===== config.mk =====
export PLATFORM = sky130hd
export DESIGN_NAME = acrp_fmul
export DESIGN_NICKNAME = d
export VERILOG_FILES = /design/src/rtl/acrp_pkg.sv /design/src/rtl/acrp_fmul.sv
export SDC_FILE = /design/constraint.sdc
export NUM_CORES = 2
export LEC_CHECK = 0
export ABC_AREA = 1
export BUFFER_PORTS_ARGS = -buffer_cell sky130_fd_sc_hd__buf_2
export CAP_MARGIN = 20
export CORE_MARGIN = 2
export CORE_UTILIZATION = 45
export CTS_CLUSTER_SIZE = 24
export DETAILED_ROUTE_END_ITERATION = 10
export GPL_TIMING_DRIVEN = 0
export PLACE_DENSITY = 0.6
export SYNTH_ARGS = -nofsm -noshare
export SYNTH_HDL_FRONTEND = slang
export SYNTH_SLANG_ARGS = --single-unit

===== constraint.sdc =====
create_clock -name clk -period 18.8 [get_ports clk]
set_input_delay 4.7 -clock clk [delete_from_list [all_inputs] [get_ports clk]]
set_output_delay 4.7 -clock clk [all_outputs]
set_load 0.02 [all_outputs]

===== src/rtl/acrp_pkg.sv =====
`timescale 1ns / 1ps
// ----------------------------------------------------------------------------
// acrp_pkg
// Shared types and constants for the piecewise quadratic 1/acos evaluator.
// ----------------------------------------------------------------------------
package acrp_pkg;

  localparam int SEGMENTS_DEF = 15;

  localparam logic [31:0] F32_ONE  = 32'h3F80_0000;
  localparam logic [31:0] F32_HALF = 32'h3F00_0000;
  localparam logic [31:0] F32_QNAN = 32'hFFC0_0000;
  localparam logic [31:0] F32_QBIT = 32'h0040_0000;

  typedef enum logic {
    OP_EVAL  = 1'b0,
    OP_WRITE = 1'b1
  } opcode_t;

  typedef enum logic [1:0] {
    SEL_CONST  = 2'd0,
    SEL_LINEAR = 2'd1,
    SEL_QUAD   = 2'd2
  } coeff_sel_t;

endpackage


===== src/rtl/acrp_fmul.sv =====
`timescale 1ns / 1ps
// ----------------------------------------------------------------------------
// acrp_fmul
// Two-stage IEEE single multiplier, round to nearest even, full subnormals.
// ----------------------------------------------------------------------------
module acrp_fmul (
  input  logic        clk,
  input  logic        en,
  input  logic [31:0] a,
  input  logic [31:0] b,
  output logic [31:0] r
);

  function automatic logic [5:0] lzc48(input logic [47:0] v);
    logic [5:0] n;
    n = 6'd0;
    for (int i = 0; i < 48; i++) begin
      if (v[i]) n = 6'(47 - i);
    end
    return n;
  endfunction

  logic [7:0]  ea, eb;
  logic [23:0] ma, mb;
  logic        nan_a, nan_b, inf_a, inf_b, zero_a, zero_b;
  logic        sign_c, spec_c;
  logic [31:0] spec_val_c;
  logic [9:0]  esum_c;
  logic [47:0] prod_c;

  logic        s1_sign, s1_spec;
  logic [31:0] s1_spec_val;
  logic [9:0]  s1_esum;
  logic [47:0] s1_prod;

  always_comb begin
    ea     = a[30:23];
    eb     = b[30:23];
    ma     = {|ea, a[22:0]};
    mb     = {|eb, b[22:0]};
    nan_a  = (ea == 8'hFF) && (a[22:0] != 23'd0);
    nan_b  = (eb == 8'hFF) && (b[22:0] != 23'd0);
    inf_a  = (ea == 8'hFF) && (a[22:0] == 23'd0);
    inf_b  = (eb == 8'hFF) && (b[22:0] == 23'd0);
    zero_a = (a[30:0] == 31'd0);
    zero_b = (b[30:0] == 31'd0);
    sign_c = a[31] ^ b[31];
    esum_c = {2'b00, (ea == 8'd0) ? 8'd1 : ea} + {2'b00, (eb == 8'd0) ? 8'd1 : eb};
    prod_c = ma * mb;
    spec_c = 1'b1;
    spec_val_c = 32'd0;
    if (nan_a) begin
      spec_val_c = a | acrp_pkg::F32_QBIT;
    end else if (nan_b) begin
      spec_val_c = b | acrp_pkg::F32_QBIT;
    end else if ((inf_a && zero_b) || (zero_a && inf_b)) begin
      spec_val_c = acrp_pkg::F32_QNAN;
    end else if (inf_a || inf_b) begin
      spec_val_c = {sign_c, 8'hFF, 23'd0};
    end else if (zero_a || zero_b) begin
      spec_val_c = {sign_c, 31'd0};
    end else begin
      spec_c = 1'b0;
    end
  end

  always_ff @(posedge clk) begin
    if (en) begin
      s1_sign     <= sign_c;
      s1_spec     <= spec_c;
      s1_spec_val <= spec_val_c;
      s1_esum     <= esum_c;
      s1_prod     <= prod_c;
    end
  end

  logic [5:0]         lz;
  logic [47:0]        pn;
  logic signed [11:0] be;
  logic [11:0]        shv;
  logic [6:0]         sh;
  logic [71:0]        wide, lost_mask;
  logic [23:0]        m;
  logic               g, st, up;
  logic [7:0]         field;
  logic [30:0]        mag;
  logic [31:0]        res_c;

  always_comb begin
    lz        = lzc48(s1_prod);
    pn        = s1_prod << lz;
    be        = $signed(12'(s1_esum)) - 12'sd126 - $signed(12'(lz));
    shv       = 12'(12'sd1 - be);
    sh        = 7'd0;
    wide      = '0;
    lost_mask = '0;
    m         = pn[47:24];
    g         = pn[23];
    st        = |pn[22:0];
    field     = be[7:0];
    if (be < 12'sd1) begin
      sh        = (shv > 12'd72) ? 7'd72 : shv[6:0];
      wide      = {pn, 24'd0} >> sh;
      lost_mask = (72'd1 << sh) - 72'd1;
      m         = wide[71:48];
      g         = wide[47];
      st        = (|wide[46:0]) | (|({pn, 24'd0} & lost_mask));
      field     = 8'd0;
    end
    up  = g & (st | m[0]);
    mag = {field, m[22:0]} + {30'd0, up};
    if (s1_spec) begin
      res_c = s1_spec_val;
    end else if (be >= 12'sd255) begin
      res_c = {s1_sign, 8'hFF, 23'd0};
    end else begin
      res_c = {s1_sign, mag};
    end
  end

  always_ff @(posedge clk) begin
    if (en) begin
      r <= res_c;
    end
  end

endmodule


==> flow_metrics.py <==
metrics = {
    "cts": {
        "cts_resized": 0,
        "clk_pin_slew_ns": 0.07,
        "cts.path.max_buffers": 2,
        "cts-root-buf": "clkbuf_16",
        "clkLatencyLatePin_ns": 0.45,
        "cts_hold_buf": 0,
        "post-cts-setup-buffer-count": 0,
        "cts_buffers": 17,
        "cts_max_level": 4,
        "cts_sinks": 123,
        "cts_tree": "yes",
    },
    "logic_synthesis": {
        "synth_top_area_share_pct": 29.1,
        "synthCells": 4800,
        "synth-adder-area-share_pct": 36.3,
        "netlist_area_um2": 33200,
        "yosysSeqAreaShare_pct": 11.1,
        "synth_edf_count": 123,
        "ys_types": 63,
        "synthArstFlopShare_pct": 0,
        "synth_area_leaders": "fa_1 (29%), nand2_1 (16%), edfxtp_1 (11%)",
        "synth.net_count": 5541,
        "synthSimpleGateAreaFrac_pct": 31.6,
        "ys_top_cells_by_count": "nand2_1 (1408), inv_1 (899), nand3_1 (652)",
        "synthMuxAreaShare_pct": 0,
        "ys_seq_elements": 123,
        "synth_largest_area_cell": "fa_1",
        "synth_top_family_by_area": "adder cells",
        "avgSynthCellArea_um2": 6.93,
        "synth_xor_xnor_area_share_pct": 1.90,
        "ys_warn_count": 0,
        "synth_most_common_cell": "nand2_1",
        "synth_flop_cell": "edfxtp_1",
        "synth_compound_area_share_pct": 5.28,
    },
    "min_path": {
        "worstHoldEndpoint": "r[27]",
        "min_path_cells": 2,
        "hold_class": "flip-flop to flip-flop",
        "min_from": "s1_spec_val[27]",
    },
    "global_route": {
        "global_route.overflow_total": 0,
        "grt_usage_pct": 37.5,
        "grt_pass1_vias": 32500,
        "grt_pass1_wl_um": 208000,
        "antenna_found_initial": 3,
        "grt_max_degree": 99,
    },
    "layout": {
        "nNetsFinal": 5619,
        "drive_above_1_share_pct": 4.23,
        "postLayoutCellArea_um2": 35400,
        "syn2layout_area_growth_pct": 6.37,
        "nFillCells": 7740,
    },
    "detailed_routing": {
        "wl_per_cell_um": 24.1,
        "drc": 4,
        "vias_per_cell": 5.68,
        "vias": 33300,
        "routed_wl_um": 141000,
        "drtIter0Drc": 3756,
        "drtPass1Iterations": 11,
        "antenna_left": 0,
    },
    "timing": {
        "fin_worst_skew_ns": 0.0209,
        "layout_setup_ws_ns": 3.86,
        "worst_slew_pin_slew_ns": 1.20,
        "drv_slew": 0,
        "setup_viol": 0,
        "slew_headroom_pct": 20.0,
        "period_share_pct": 79.5,
        "setup_tns_ns": 0,
        "period_needed_ns": 14.94,
        "rsz0062_at_grt": "false",
        "max_clock_freq_mhz": 66.9,
        "hold_violations": 0,
    },
    "die": {
        "die_w_um": 276,
        "core_um2": 73100,
        "start_util_pct": 45.5,
        "die-area_um2": 76100,
        "die_h_um": 276,
        "boundaryPins": 98,
        "rows": 99,
    },
    "critical_path": {
        "worstPathArrival_ns": 15.14,
        "crit_slowest_cell": "clkbuf_1",
        "cp.required_ns": 19.00,
        "path_max_fanout": 10,
        "critical-path-max-stage-delay_ns": 0.79,
        "rr_endpoint": "r[0]",
        "crit_type": "input pin to flip-flop",
        "cp_common_cell": "a21oi_1",
        "r2r_slack_ns": 6.90,
        "start_kind": "input pin",
        "cp-end-kind": "flip-flop",
        "r2r_cells": 91,
        "r2r-start": "s1_prod[1]",
    },
    "placed_design": {
        "portBuffers": 56,
        "postPlaceCellArea_um2": 34800,
        "place_hpwl_um": 116000,
        "gp_congestion": 1.03,
        "dp_slack_ns": 3.58,
    },
    "run_status": {
        "outcome": "finished, violations left",
        "violations": "DRC",
    },
    "run": {
        "cap_violations": 0,
    },
}
==> kinds of logic (layout without fill, tap and decap cells) <==
kind of cell    after synthesis  after routing
simple gates               2449           2449
other cells                   0              3
buf+inv                    1197           1288
xor+xnor                     72             72
compound gates              284            284
flops                       123            123
fa+ha+maj                   675            675
==> routing by layer <==
metal  track usage (%)  wire (um)  up-vias
met5                 0          0        -
li1                  -          -    15100
met1              47.1      54800    16000
met4              21.2       9560        0
met3              7.42      12700      420
met2              60.3      64000     1825
==> registers in the layout (all words and copies together), names as in the netlist <==
signal and count:
s1_esum 9, s1_prod 48, s1_sign 1, r 32, s1_spec 1, s1_spec_val 32
==> worst max path at each step <==
stage / start / to / slack [ns]
after global routing: a[10] / s1_prod[47] / 3.37
after global placement: a[10] / s1_prod[47] / 3.54
after detailed placement: a[12] / s1_prod[47] / 3.58
final: b[3] / s1_prod[47] / 3.86
after CTS: a[12] / s1_prod[47] / 4.03
after floorplan: b[3] / s1_prod[47] / 6.01
==> per-stage QoR <==
step	cells	utilization [%]	hold WS (ns)
2_1_floorplan	4800	-	0.487
3_3_place_gp	5815	47.5	0.497
3_5_place_dp	5816	47.6	0.509
4_1_cts	5848	48.4	0.526
5_1_grt	5851	48.4	0.546
6_report	5853	48.4	0.520
==> worst max-delay path, delay by kind of cell <==
family,cells,cell delay [ns]
fa+ha+maj,8,3.92
compound gates,20,3.45
xor+xnor,1,0.06
simple gates,8,1.10
buf+inv,9,1.90
==> cells in the final DEF (no fill, tap or decap), types with 13 or more instances in the layout <==
cell type | netlist | routed
nand2_1 | 1408 | 1408
clkbuf_16 | 0 | 17
nor4_1 | 18 | 18
fa_1 | 484 | 484
o22ai_1 | 18 | 18
inv_1 | 899 | 899
nand3_1 | 652 | 652
ha_1 | 191 | 191
buf_1 | 28 | 28
o21ai_1 | 34 | 34
xor2_1 | 56 | 56
edfxtp_1 | 123 | 123
nor3_1 | 31 | 31
nand4_1 | 70 | 70
buf_2 | 26 | 81
o21ai_0 | 55 | 55
clkbuf_1 | 211 | 211
inv_2 | 18 | 18
a21oi_1 | 86 | 86
nor2_2 | 13 | 13
nor2_1 | 209 | 209
xnor2_1 | 16 | 16
==> area by class of cell <==
type	count	area [um2]	area share [%]
clock inverters	15	154	0.435
plain buffers	273	1110	3.14
repair buffers	59	330	0.934
flip-flops and latches	123	3690	10.4
clock buffers	17	425	1.20
multi-input cells	3480	25000	70.6
inverters	924	3470	9.81
well taps	959	1200	3.39
diodes	3	7.51	0.0212
Power is left out: the tool's default activity adds up to more than one toggle a clock period on the data nets, which glitch-free logic cannot reach.
