[src/rtl/acrp_pkg.sv]
`timescale 1ns / 1ps
// ----------------------------------------------------------------------------
// acrp_pkg
// Shared types and constants for the piecewise quadratic 1/acos evaluator.
// ----------------------------------------------------------------------------
package acrp_pkg;

  localparam int SEGMENTS_DEF = 15;

  localparam logic [31:0] F32_ONE  = 32'h3F80_0000;
  localparam logic [31:0] F32_HALF = 32'h3F00_0000;
  localparam logic [31:0] F32_QNAN = 32'hFFC0_0000;
  localparam logic [31:0] F32_QBIT = 32'h0040_0000;

  typedef enum logic {
    OP_EVAL  = 1'b0,
    OP_WRITE = 1'b1
  } opcode_t;

  typedef enum logic [1:0] {
    SEL_CONST  = 2'd0,
    SEL_LINEAR = 2'd1,
    SEL_QUAD   = 2'd2
  } coeff_sel_t;

endpackage

[src/rtl/acrp_fadd.sv]
`timescale 1ns / 1ps
// ----------------------------------------------------------------------------
// acrp_fadd
// Two-stage IEEE single adder: align and add, then normalize and round.
// ----------------------------------------------------------------------------
module acrp_fadd (
  input  logic        clk,
  input  logic        en,
  input  logic [31:0] a,
  input  logic [31:0] b,
  output logic [31:0] r
);

  function automatic logic [4:0] lzc27(input logic [26:0] v);
    logic [4:0] n;
    n = 5'd27;
    for (int i = 0; i < 27; i++) begin
      if (v[i]) n = 5'(26 - i);
    end
    return n;
  endfunction

  logic        nan_a, nan_b, inf_a, inf_b;
  logic        swap, eff_sub, spec_c;
  logic [31:0] big, sml, spec_val_c;
  logic [7:0]  e_big, e_sml, d;
  logic [4:0]  sh;
  logic [23:0] m_big, m_sml;
  logic [53:0] full;
  logic [26:0] big27, sml27;
  logic [27:0] sum_c;

  logic        s1_sign, s1_zsign, s1_spec;
  logic [31:0] s1_spec_val;
  logic [7:0]  s1_exp;
  logic [27:0] s1_sum;

  always_comb begin
    nan_a   = (a[30:23] == 8'hFF) && (a[22:0] != 23'd0);
    nan_b   = (b[30:23] == 8'hFF) && (b[22:0] != 23'd0);
    inf_a   = (a[30:23] == 8'hFF) && (a[22:0] == 23'd0);
    inf_b   = (b[30:23] == 8'hFF) && (b[22:0] == 23'd0);
    swap    = b[30:0] > a[30:0];
    big     = swap ? b : a;
    sml     = swap ? a : b;
    e_big   = (big[30:23] == 8'd0) ? 8'd1 : big[30:23];
    e_sml   = (sml[30:23] == 8'd0) ? 8'd1 : sml[30:23];
    m_big   = {|big[30:23], big[22:0]};
    m_sml   = {|sml[30:23], sml[22:0]};
    d       = e_big - e_sml;
    sh      = (d > 8'd27) ? 5'd27 : d[4:0];
    full    = {m_sml, 3'd0, 27'd0} >> sh;
    big27   = {m_big, 3'd0};
    sml27   = {full[53:28], full[27] | (|full[26:0])};
    eff_sub = big[31] ^ sml[31];
    sum_c   = eff_sub ? ({1'b0, big27} - {1'b0, sml27}) : ({1'b0, big27} + {1'b0, sml27});
    spec_c  = 1'b1;
    spec_val_c = 32'd0;
    if (nan_a) begin
      spec_val_c = a | acrp_pkg::F32_QBIT;
    end else if (nan_b) begin
      spec_val_c = b | acrp_pkg::F32_QBIT;
    end else if (inf_a && inf_b && (a[31] != b[31])) begin
      spec_val_c = acrp_pkg::F32_QNAN;
    end else if (inf_a) begin
      spec_val_c = a;
    end else if (inf_b) begin
      spec_val_c = b;
    end else begin
      spec_c = 1'b0;
    end
  end

  always_ff @(posedge clk) begin
    if (en) begin
      s1_sign     <= big[31];
      s1_zsign    <= a[31] & b[31];
      s1_spec     <= spec_c;
      s1_spec_val <= spec_val_c;
      s1_exp      <= e_big;
      s1_sum      <= sum_c;
    end
  end

  logic [4:0]  lz;
  logic [7:0]  s;
  logic [26:0] n;
  logic [8:0]  field;
  logic [23:0] m;
  logic        g, st, up;
  logic [30:0] mag;
  logic [31:0] res_c;

  always_comb begin
    lz = lzc27(s1_sum[26:0]);
    s  = 8'd0;
    if (s1_sum[27]) begin
      n     = {s1_sum[27:2], s1_sum[1] | s1_sum[0]};
      field = {1'b0, s1_exp} + 9'd1;
    end else begin
      s     = ({3'd0, lz} < (s1_exp - 8'd1)) ? {3'd0, lz} : (s1_exp - 8'd1);
      n     = s1_sum[26:0] << s;
      field = n[26] ? ({1'b0, s1_exp} - {1'b0, s}) : 9'd0;
    end
    m   = n[26:3];
    g   = n[2];
    st  = |n[1:0];
    up  = g & (st | m[0]);
    mag = {field[7:0], m[22:0]} + {30'd0, up};
    if (s1_spec) begin
      res_c = s1_spec_val;
    end else if (s1_sum == 28'd0) begin
      res_c = {s1_zsign, 31'd0};
    end else if (field >= 9'd255) begin
      res_c = {s1_sign, 8'hFF, 23'd0};
    end else begin
      res_c = {s1_sign, mag};
    end
  end

  always_ff @(posedge clk) begin
    if (en) begin
      r <= res_c;
    end
  end

endmodule

[config.mk]
export PLATFORM = sky130hd
export DESIGN_NAME = acrp_fadd
export DESIGN_NICKNAME = d
export VERILOG_FILES = /design/src/rtl/acrp_pkg.sv /design/src/rtl/acrp_fadd.sv
export SDC_FILE = /design/constraint.sdc
export NUM_CORES = 1
export LEC_CHECK = 0
export ABC_CLOCK_PERIOD_IN_PS = 24800
export CAP_MARGIN = 20
export CORE_MARGIN = 2
export CORE_UTILIZATION = 30
export DETAILED_ROUTE_END_ITERATION = 6
export DONT_BUFFER_PORTS = 1
export GPL_TIMING_DRIVEN = 0
export PLACE_DENSITY_LB_ADDON = 0.05
export SLEW_MARGIN = 30
export SYNTH_ARGS = -nofsm -noshare
export SYNTH_HDL_FRONTEND = slang
export SYNTH_SLANG_ARGS = --single-unit
[constraint.sdc]
create_clock -name clk -period 24.8 [get_ports clk]
set_clock_uncertainty 0.15 [all_clocks]
set_input_delay 2.48 -clock clk [delete_from_list [all_inputs] [get_ports clk]]
set_output_delay 2.48 -clock clk [all_outputs]
set_load 0.03 [all_outputs]
==> results.toml, run 1 <==
[status]
status = "finished, violations left"
violations = "DRC"

[synth]
async_flop_share = 0
ys_seq_area_frac = 0.204
synth_cells = 1982
ys_types = 111
ys_ff_latch = 103
ys_warn_count = 0
synth_edf_count = 103
netlist_area_mm2 = 0.0152
synthFlopType = "edfxtp_1"
postSynthAreaPerCell_um2 = 7.65

[cts]
ctsHoldBuffers = 0
cts_tree = "yes"
post_cts.repair.setup_buffers = 0
cts.htree.levels = 3
clkTransAtPathRegs_ns = 0.08
clk_latency_ns = 0.38
cts_max_path_buffers = 2
cts-root-buf = "clkbuf_16"
clock_sinks = 103
cts-resized-gates = 0
cts_made_buffers = 9

[floorplan]
die_w_um = 229
placementRows = 82
start_util = 0.303
dieArea_mm2 = 0.0523
num_io_pins = 98
core_area_mm2 = 0.0501
die_y_um = 229

[worst_setup_path]
r2r-end = "r[25]$_DFFE_PP_"
cp_max_fo = 10
crit_top_cell = "a21oi_1"
r2r_cells = 27
worstSetupEndpointType = "flop"
worstSetupStartpoint = "a[7]"
cp_data_required_time_ns = 24.79
endpoint = "s1_sum[26]$_DFFE_PP_"
worst_ep_arrival_time_ns = 14.82
critPathKind = "primary input to flop"
critical_path.slowest_cell = "a21oi_1"
reg2reg_slack_ns = 16.81
cp-start-kind = "primary input"
r2r-start = "s1_sum[4]$_DFFE_PP_"
max_stage_delay_ns = 0.67

[grt]
overflow = 0
grt_max_degree = 104
grt_pass1_wl_um = 106000
grt_pass1_vias = 15700
grtUsageTotal = 0.268
antenna_found_initial = 0

[sta]
tightestPinTransition_ns = 1.05
max_freq_mhz = 67.5
finalSetupTns_ns = 0
finalCritPeriodShare = 0.598
fin_crit_ns = 14.82
slew_violations = 0
final_hold_viol_count = 0
rsz0062_at_grt = "no"
setup_violations = 0
maxSlewHeadroom = 0.290

[drt]
drt_iter0_drc = 1704
wl_per_cell_um = 26.8
drc = 2
ant_nets = 0
first_pass_iters = 7
via_per_inst = 6.07
wl_um = 71700
dr_total_vias = 16200

[finish]
area_growth_pct = 7.70
register_area_mm2 = 0.00309
nets = 2165
fillers = 5501
num_antenna_cells = 0
fin_util = 0.326
multiInputGateArea_mm2 = 0.0109
drive_gt1_frac = 0.0855

[power]
p_leak_nw = 6.05
ir_drop_mv = 0.0318
p_total_mw = 1.30
power_density_mw_per_mm2 = 79.4

[job]
max_cap_violations = 0

[place]
place.gp.congestion = 0.961
numPortBuffers = 0
dp_hpwl_um = 58600

[min_path]
hold_class = "flop to flop"
==> sequential cells by signal (all words and copies together), names as in the netlist <==
name and count:
s1_exp 8, s1_spec 1, s1_spec_val 32, s1_zsign 1, s1_sign 1, s1_sum 28, r 32
==> power by group <==
group | switching (mW) | internal [mW]
combinational | 0.586 | 0.277
sequential | 0.0544 | 0.231
clock | 0.0761 | 0.0724
==> synthesized netlist by cell type (13+ instances only) <==
master | n | area share
clkbuf_1 | 61 | 0.015
nand4_1 | 34 | 0.014
o21ai_0 | 127 | 0.042
a31oi_1 | 31 | 0.013
nor4_1 | 35 | 0.014
xnor2_1 | 45 | 0.026
a21oi_1 | 150 | 0.050
nor2_1 | 156 | 0.039
o31ai_1 | 19 | 0.0094
nand3_1 | 70 | 0.023
xor2_1 | 22 | 0.013
mux2i_1 | 36 | 0.024
and3_1 | 17 | 0.0070
nand2b_1 | 16 | 0.0066
o32a_1 | 13 | 0.0086
a21o_1 | 20 | 0.0099
edfxtp_1 | 103 | 0.20
a22o_1 | 26 | 0.015
inv_1 | 136 | 0.034
o22ai_1 | 20 | 0.0083
nand2_1 | 190 | 0.047
buf_2 | 32 | 0.011
nor3_1 | 71 | 0.023
ha_1 | 102 | 0.084
o21ai_2 | 19 | 0.011
a22oi_1 | 19 | 0.0094
a211oi_1 | 89 | 0.044
o211ai_1 | 22 | 0.011
and2_1 | 14 | 0.0058
==> cell usage in the layout (no fill, tap or decap), types with 15 or more instances in the layout <==
cell / count
edfxtp_1: 103
and3_1: 17
nor3_1: 69
inv_1: 136
o21ai_0: 123
nor4_1: 35
nor2_1: 156
o21ai_2: 19
nand2_1: 190
xnor2_1: 45
clkbuf_1: 61
ha_1: 102
a22oi_1: 19
nand2b_1: 16
a31oi_1: 31
a211oi_1: 88
o31ai_1: 19
o211ai_1: 22
o21ai_1: 15
o22ai_1: 20
nand4_1: 34
nand3_1: 70
buf_2: 32
a21oi_1: 150
a22o_1: 26
mux2i_1: 36
a21o_1: 20
xor2_1: 22
==> how the worst min path moves through the flow <==
stage	startpoint	endpoint	slack [ns]	cells after the start
global route	s1_spec_val[22]$_SDFFCE_PP1P_	r[22]$_DFFE_PP_	0.41	2
floorplan	s1_spec_val[11]$_DFFE_PP_	r[11]$_DFFE_PP_	0.35	2
CTS	s1_spec_val[17]$_DFFE_PP_	r[17]$_DFFE_PP_	0.39	2
detailed placement	s1_spec_val[17]$_DFFE_PP_	r[17]$_DFFE_PP_	0.37	2
finish	s1_spec_val[2]$_DFFE_PP_	r[2]$_DFFE_PP_	0.39	2
global placement	s1_spec_val[2]$_DFFE_PP_	r[2]$_DFFE_PP_	0.36	2
==> kinds of logic (layout without fill, tap and decap cells) <==
kind of cell,count (synthesis),count (layout),share of synthesized area
multiplexers,44,44,0.0327
buffers and inverters,261,277,0.0761
AO/OA/AOI/OAI,720,720,0.334
flip-flops,103,103,0.204
adder cells (fa/ha/maj),106,106,0.0888
other,1,2,0.000247
AND/OR/NAND/NOR,680,680,0.226
XOR/XNOR,67,67,0.0387
==> per-layer routing <==
metal  global-route usage  part of all wire
met1                0.347              0.44
met2                0.452              0.47
met3               0.0238             0.042
met4                0.119             0.048
met5                    0                 0
==> critical path, delay by kind of cell <==
kind	cells	cell delay (ns)
compound gates	20	5.05
xor+xnor	1	0.24
fa+ha+maj	3	0.96
buf+inv	10	3.97
mux	1	0.34
simple gates	9	1.76
==> metrics by stage <==
stage,std cells,setup slack [ns],hold slack (ns),instance area [um^2]
final,2671,9.98,0.386,16300
after global routing,2671,9.01,0.412,16300
after CTS,2671,10.24,0.387,16300
after detailed placement,2655,9.85,0.366,16000
after global placement,2655,9.85,0.360,16000
after floorplan,1983,13.14,0.348,15200
==> layout make-up <==
cell class	instances	area share
multi-input cells	1619	0.670
inverters	141	0.0328
plain buffers	120	0.0379
clock inverters	7	0.00498
well taps	672	0.0515
clock buffers	9	0.0138
flip-flops and latches	103	0.189
No activity file was read; power rests on OpenSTA's default activity.
==> run 2, diff against run 1 <==
Settings changed: ABC_CLOCK_PERIOD_IN_PS 24800 to 13200.
Clock period 24.8 ns to 13.2 ns, I/O delays scaled along.
==> run 2 against run 1 <==
The run now ends clean. Die area unchanged. Via count hardly changed. Design area rose by 1.0%. Critical path type unchanged. Critical endpoint unchanged. Largest power group unchanged.
==> results.toml, run 2 (synthesis results as in run 1) <==
[status]
status = "complete, no violations"

[min_path]
hold_start = "s1_spec_val[2]$_DFFE_PP_"
hold-path-cell-count = 2
whs_endpoint = "r[2]$_DFFE_PP_"
hold_class = "flop to flop"

[power]
power_density_mw_per_mm2 = 149
ir_drop_mv = 0.0596
p_leak_nw = 6.13

[worst_setup_path]
critPathKind = "primary input to flop"
r2r_cells = 28
cp_data_required_time_ns = 13.19
max_stage_delay_ns = 0.52
critPathTopFamily = "compound AO/OA/AOI/OAI gates"
worstSetupEndpointType = "flop"
cp-start-kind = "primary input"
r2r-end = "r[4]$_DFFE_PP_"
r2r-start = "s1_sum[4]$_DFFE_PP_"
worst_ep_arrival_time_ns = 12.31
cp_max_fo = 10
cp_num_buf_inv = 9
reg2reg_slack_ns = 5.23
critical_path.slowest_cell = "mux2i_1"
crit_top_cell = "nor2_1"

[finish]
fillers = 5486
top_regs = "r (32), s1_spec_val (32), s1_sum (28)"
num_antenna_cells = 0
final_cell_mix = "nand2_1 (190), nor2_1 (155), a21oi_1 (149)"
area_growth_pct = 8.79
fin_util = 0.329
nets = 2176
final_common_cell = "nand2_1"
drive_gt1_frac = 0.0990

[floorplan]
num_io_pins = 98
dieArea_mm2 = 0.0523
die_w_um = 229
core_area_mm2 = 0.0501
die_y_um = 229
placementRows = 82
start_util = 0.303

[cts]
clock_sinks = 103
clkTransAtPathRegs_ns = 0.08
cts-root-buf = "clkbuf_16"
cts_tree = "yes"
cts_made_buffers = 9
cts.htree.levels = 3
cts_max_path_buffers = 2
clk_latency_ns = 0.38

[sta]
maxSlewHeadroom = 0.284
slew_violations = 0
setup_violations = 0
final_hold_viol_count = 0
finalCritPeriodShare = 0.933
max_freq_mhz = 81.2
tightestPinTransition_ns = 1.06
fin_crit_ns = 12.32
hold_slack_ns = 0.385

[job]
max_cap_violations = 0

[drt]
drc = 0
dr_total_vias = 16200
wl_um = 71800
ant_nets = 0
wl_per_cell_um = 26.8
first_pass_iters = 5
drt_iter0_drc = 1741
via_per_inst = 6.04

[grt]
grt_pass1_vias = 15700
grt_max_degree = 104
grtUsageTotal = 0.268
grt_pass1_wl_um = 106000
antenna_found_initial = 0
overflow = 0

[place]
numPortBuffers = 0
dp_hpwl_um = 58600
place.gp.congestion = 0.961
==> run 2: cell count changes in the layout (fill, tap and decap cells not counted), sizes merged <==
cell and delta:
buf +10, clkbuf +1
==> run 2: routing by layer <==
layer	GRT usage	wire (um)	up-vias
li1	-	-	7603
met1	0.347	31000	7905
met2	0.453	34000	576
met3	0.0238	3340	126
met4	0.119	3460	0
met5	0	0	-
==> run 2: per-stage QoR <==
step | setup slack (ns) | power, mW | TNS, ns | cells | area (um^2)
6_report | 0.883 | 2.46 | 0 | 2682 | 16500
3_3_place_gp | -0.595 | 2.14 | -2.20 | 2655 | 16000
2_1_floorplan | 2.70 | 1.59 | 0 | 1983 | 15200
3_5_place_dp | -0.589 | 2.13 | -2.14 | 2655 | 16000
5_1_grt | -0.00110 | 2.62 | -0.00110 | 2682 | 16500
4_1_cts | 0.00188 | 2.42 | 0 | 2671 | 16300
==> run 2: worst max path at each step <==
stage | from | endpoint | slack [ns] | cells past startpoint
after CTS | a[7] | s1_sum[27]$_DFFE_PP_ | 0.002 | 50
final | a[7] | s1_sum[26]$_DFFE_PP_ | 0.88 | 50
after global placement | a[7] | s1_sum[26]$_DFFE_PP_ | -0.59 | 44
after detailed placement | a[7] | s1_sum[26]$_DFFE_PP_ | -0.59 | 44
after floorplan | a[7] | s1_sum[27]$_DFFE_PP_ | 2.70 | 49
after global routing | a[7] | s1_sum[26]$_DFFE_PP_ | -0.001 | 49
==> run 2: cell type report <==
| class | count | area, um^2 | share of cell area |
|---|---|---|---|
| buffer | 120 | 627 | 0.0380 |
| clock buffer | 9 | 225 | 0.0137 |
| sequential | 103 | 3090 | 0.188 |
| inverter | 141 | 536 | 0.0325 |
| timing repair buffer | 11 | 82.6 | 0.00501 |
| multi-input combinational | 1619 | 11000 | 0.667 |
| tap | 672 | 841 | 0.0510 |
| clock inverter | 7 | 81.3 | 0.00493 |
==> run 2: what timing repair did <==
item | 4_1_cts | 5_1_grt
buffers inserted | 0 | 11
resized for setup | 3 | 24
hold buffers | 0 | 0
pin swaps | 0 | 3
endpoints found under the setup margin | 3 | 9
hold endpoints to repair | 0 | 0
==> run 2: worst register-to-register path, delay by kind of cell, from the launching register on <==
family	cells	cell delay, ns
compound gates	14	2.92
simple gates	8	2.52
buf+inv	4	1.00
fa+ha+maj	2	0.78
flops	1	0.38
==> run 2: report_power, final <==
group	total (mW)	internal, mW	leakage [nW]	switching, mW
Clock	0.278	0.136	0.150	0.142
Sequential	0.537	0.434	1.00	0.103
Combinational	1.64	0.535	4.98	1.11
Total	2.46	1.10	6.13	1.35
==> run 3, diff against run 2 <==
Settings changed: ABC_CLOCK_PERIOD_IN_PS 13200 to 14700.
Clock period 13.2 ns to 14.7 ns, I/O delays scaled along.
==> run 3 against run 2 <==
Setup slack improved by 0.17 ns. Routed wire length decreased by 0.27%. Clock power is 10% lower. Via count down 0.17%. Worst hold slack improved by 0.0018 ns. Combinational power fell by 11%. Critical path type unchanged.
==> results.toml, run 3 (synthesis results as in run 1) <==
[grt]
antenna_found_initial = 0
overflow = 0
grt_pass1_vias = 15700
grtUsageTotal = 0.268
grt_pass1_wl_um = 106000
grt_max_degree = 104

[cts]
clk_latency_ns = 0.38
cts_tree = "yes"
cts-root-buf = "clkbuf_16"
cts.htree.levels = 3
clock_sinks = 103
cts_max_path_buffers = 2
cts_made_buffers = 9
clkTransAtPathRegs_ns = 0.08

[drt]
wl_um = 71600
drc = 0
via_per_inst = 6.06
dr_total_vias = 16200
drt_iter0_drc = 1637
first_pass_iters = 6
ant_nets = 0
wl_per_cell_um = 26.8

[sta]
slew_violations = 0
fin_crit_ns = 13.65
max_freq_mhz = 73.3
final_hold_viol_count = 0
tightestPinTransition_ns = 1.05
finalCritPeriodShare = 0.928
rsz0062_at_grt = "no"
maxSlewHeadroom = 0.292
hold_slack_ns = 0.387
setup_violations = 0
finalSetupTns_ns = 0

[place]
numPortBuffers = 0
dp_hpwl_um = 58600
place.gp.congestion = 0.961

[worst_setup_path]
reg2reg_slack_ns = 6.71
r2r-end = "r[25]$_DFFE_PP_"
critPathTopFamily = "compound AO/OA/AOI/OAI gates"
cp_max_fo = 10
r2r_cells = 27
max_stage_delay_ns = 0.59
cp_data_required_time_ns = 14.69
critical_path.slowest_cell = "o21ai_0"
cp-start-kind = "primary input"
worstSetupEndpointType = "flop"
worst_ep_arrival_time_ns = 13.64
cp_num_buf_inv = 10
critPathKind = "primary input to flop"
r2r-start = "s1_sum[4]$_DFFE_PP_"

[floorplan]
die_y_um = 229
num_io_pins = 98
dieArea_mm2 = 0.0523
placementRows = 82
die_w_um = 229
core_area_mm2 = 0.0501
start_util = 0.303

[min_path]
hold_start = "s1_spec_val[21]$_DFFE_PP_"
whs_endpoint = "r[21]$_DFFE_PP_"
hold-path-cell-count = 2
hold_class = "flop to flop"

[finish]
top_regs = "r (32), s1_spec_val (32), s1_sum (28)"
register_area_mm2 = 0.00309
nets = 2165
drive_gt1_frac = 0.0865
final_cell_mix = "nand2_1 (190), nor2_1 (156), a21oi_1 (149)"
final_common_cell = "nand2_1"
num_antenna_cells = 0
multiInputGateArea_mm2 = 0.0109
fillers = 5499
fin_util = 0.326
area_growth_pct = 7.77

[power]
pwr-share-comb = 0.666
seq_power_share = 0.220
internal_power_mw = 0.979
power_density_mw_per_mm2 = 134
p_leak_nw = 6.05
p_switching_mw = 1.21
p_total_mw = 2.19
pwr-share-clk = 0.114
switching_share = 0.552
ir_drop_mv = 0.0535

[status]
status = "complete, no violations"

[job]
max_cap_violations = 0
-- run 3: repair_timing --
action / 4_1_cts / 5_1_grt
resized for setup: 0 / 2
hold buffers: 0 / 0
setup endpoints to repair: 0 / 2
endpoints found under the hold margin: 0 / 0
buffers inserted: 0 / 0
-- run 3: routing by layer --
layer	global-route usage	part of all wire
met5	0	0
met4	0.119	0.048
met3	0.0238	0.041
met2	0.452	0.47
met1	0.347	0.44
-- run 3: power groups by stage --
stage          sequential (mW)  combinational (mW)  clock, mW
3_5_place_dp             0.487                1.43          0
3_3_place_gp             0.487                1.44          0
5_1_grt                  0.485                1.58      0.271
6_report                 0.481                1.46      0.250
4_1_cts                  0.480                1.43      0.259
2_1_floorplan            0.450               0.981          0
-- run 3: tightest hold or removal path, delay by kind of cell, from the launching register on --
family | cells | cell delay (ns)
AND/OR/NAND/NOR | 1 | 0.06
AO/OA/AOI/OAI | 1 | 0.05
flip-flops | 1 | 0.33
-- run 3: stage by stage --
| step | cell area [um^2] | instances | setup WS, ns |
|---|---|---|---|
| after CTS | 16300 | 2671 | 1.15 |
| final | 16300 | 2671 | 1.05 |
| after global routing | 16300 | 2671 | 0.0111 |
| after global placement | 16000 | 2655 | 0.755 |
| after floorplan | 15200 | 1983 | 4.05 |
| after detailed placement | 16000 | 2655 | 0.761 |
-- run 3: worst max-delay path by stage --
stage | start | to | slack, ns | depth (start not counted)
after floorplan | a[7] | s1_sum[27]$_DFFE_PP_ | 4.05 | 49
after global placement | a[7] | s1_sum[26]$_DFFE_PP_ | 0.76 | 44
after detailed placement | a[7] | s1_sum[26]$_DFFE_PP_ | 0.76 | 44
after CTS | a[7] | s1_sum[26]$_DFFE_PP_ | 1.15 | 44
after global routing | a[7] | s1_sum[26]$_DFFE_PP_ | 0.01 | 48
final | a[7] | s1_sum[26]$_DFFE_PP_ | 1.05 | 48
-- run 3: cell type report --
class	count	area share
inverter	141	0.0328
clock buffer	9	0.0138
multi-input combinational	1619	0.670
clock inverter	7	0.00498
sequential	103	0.189
buffer	120	0.0378
tap	672	0.0515
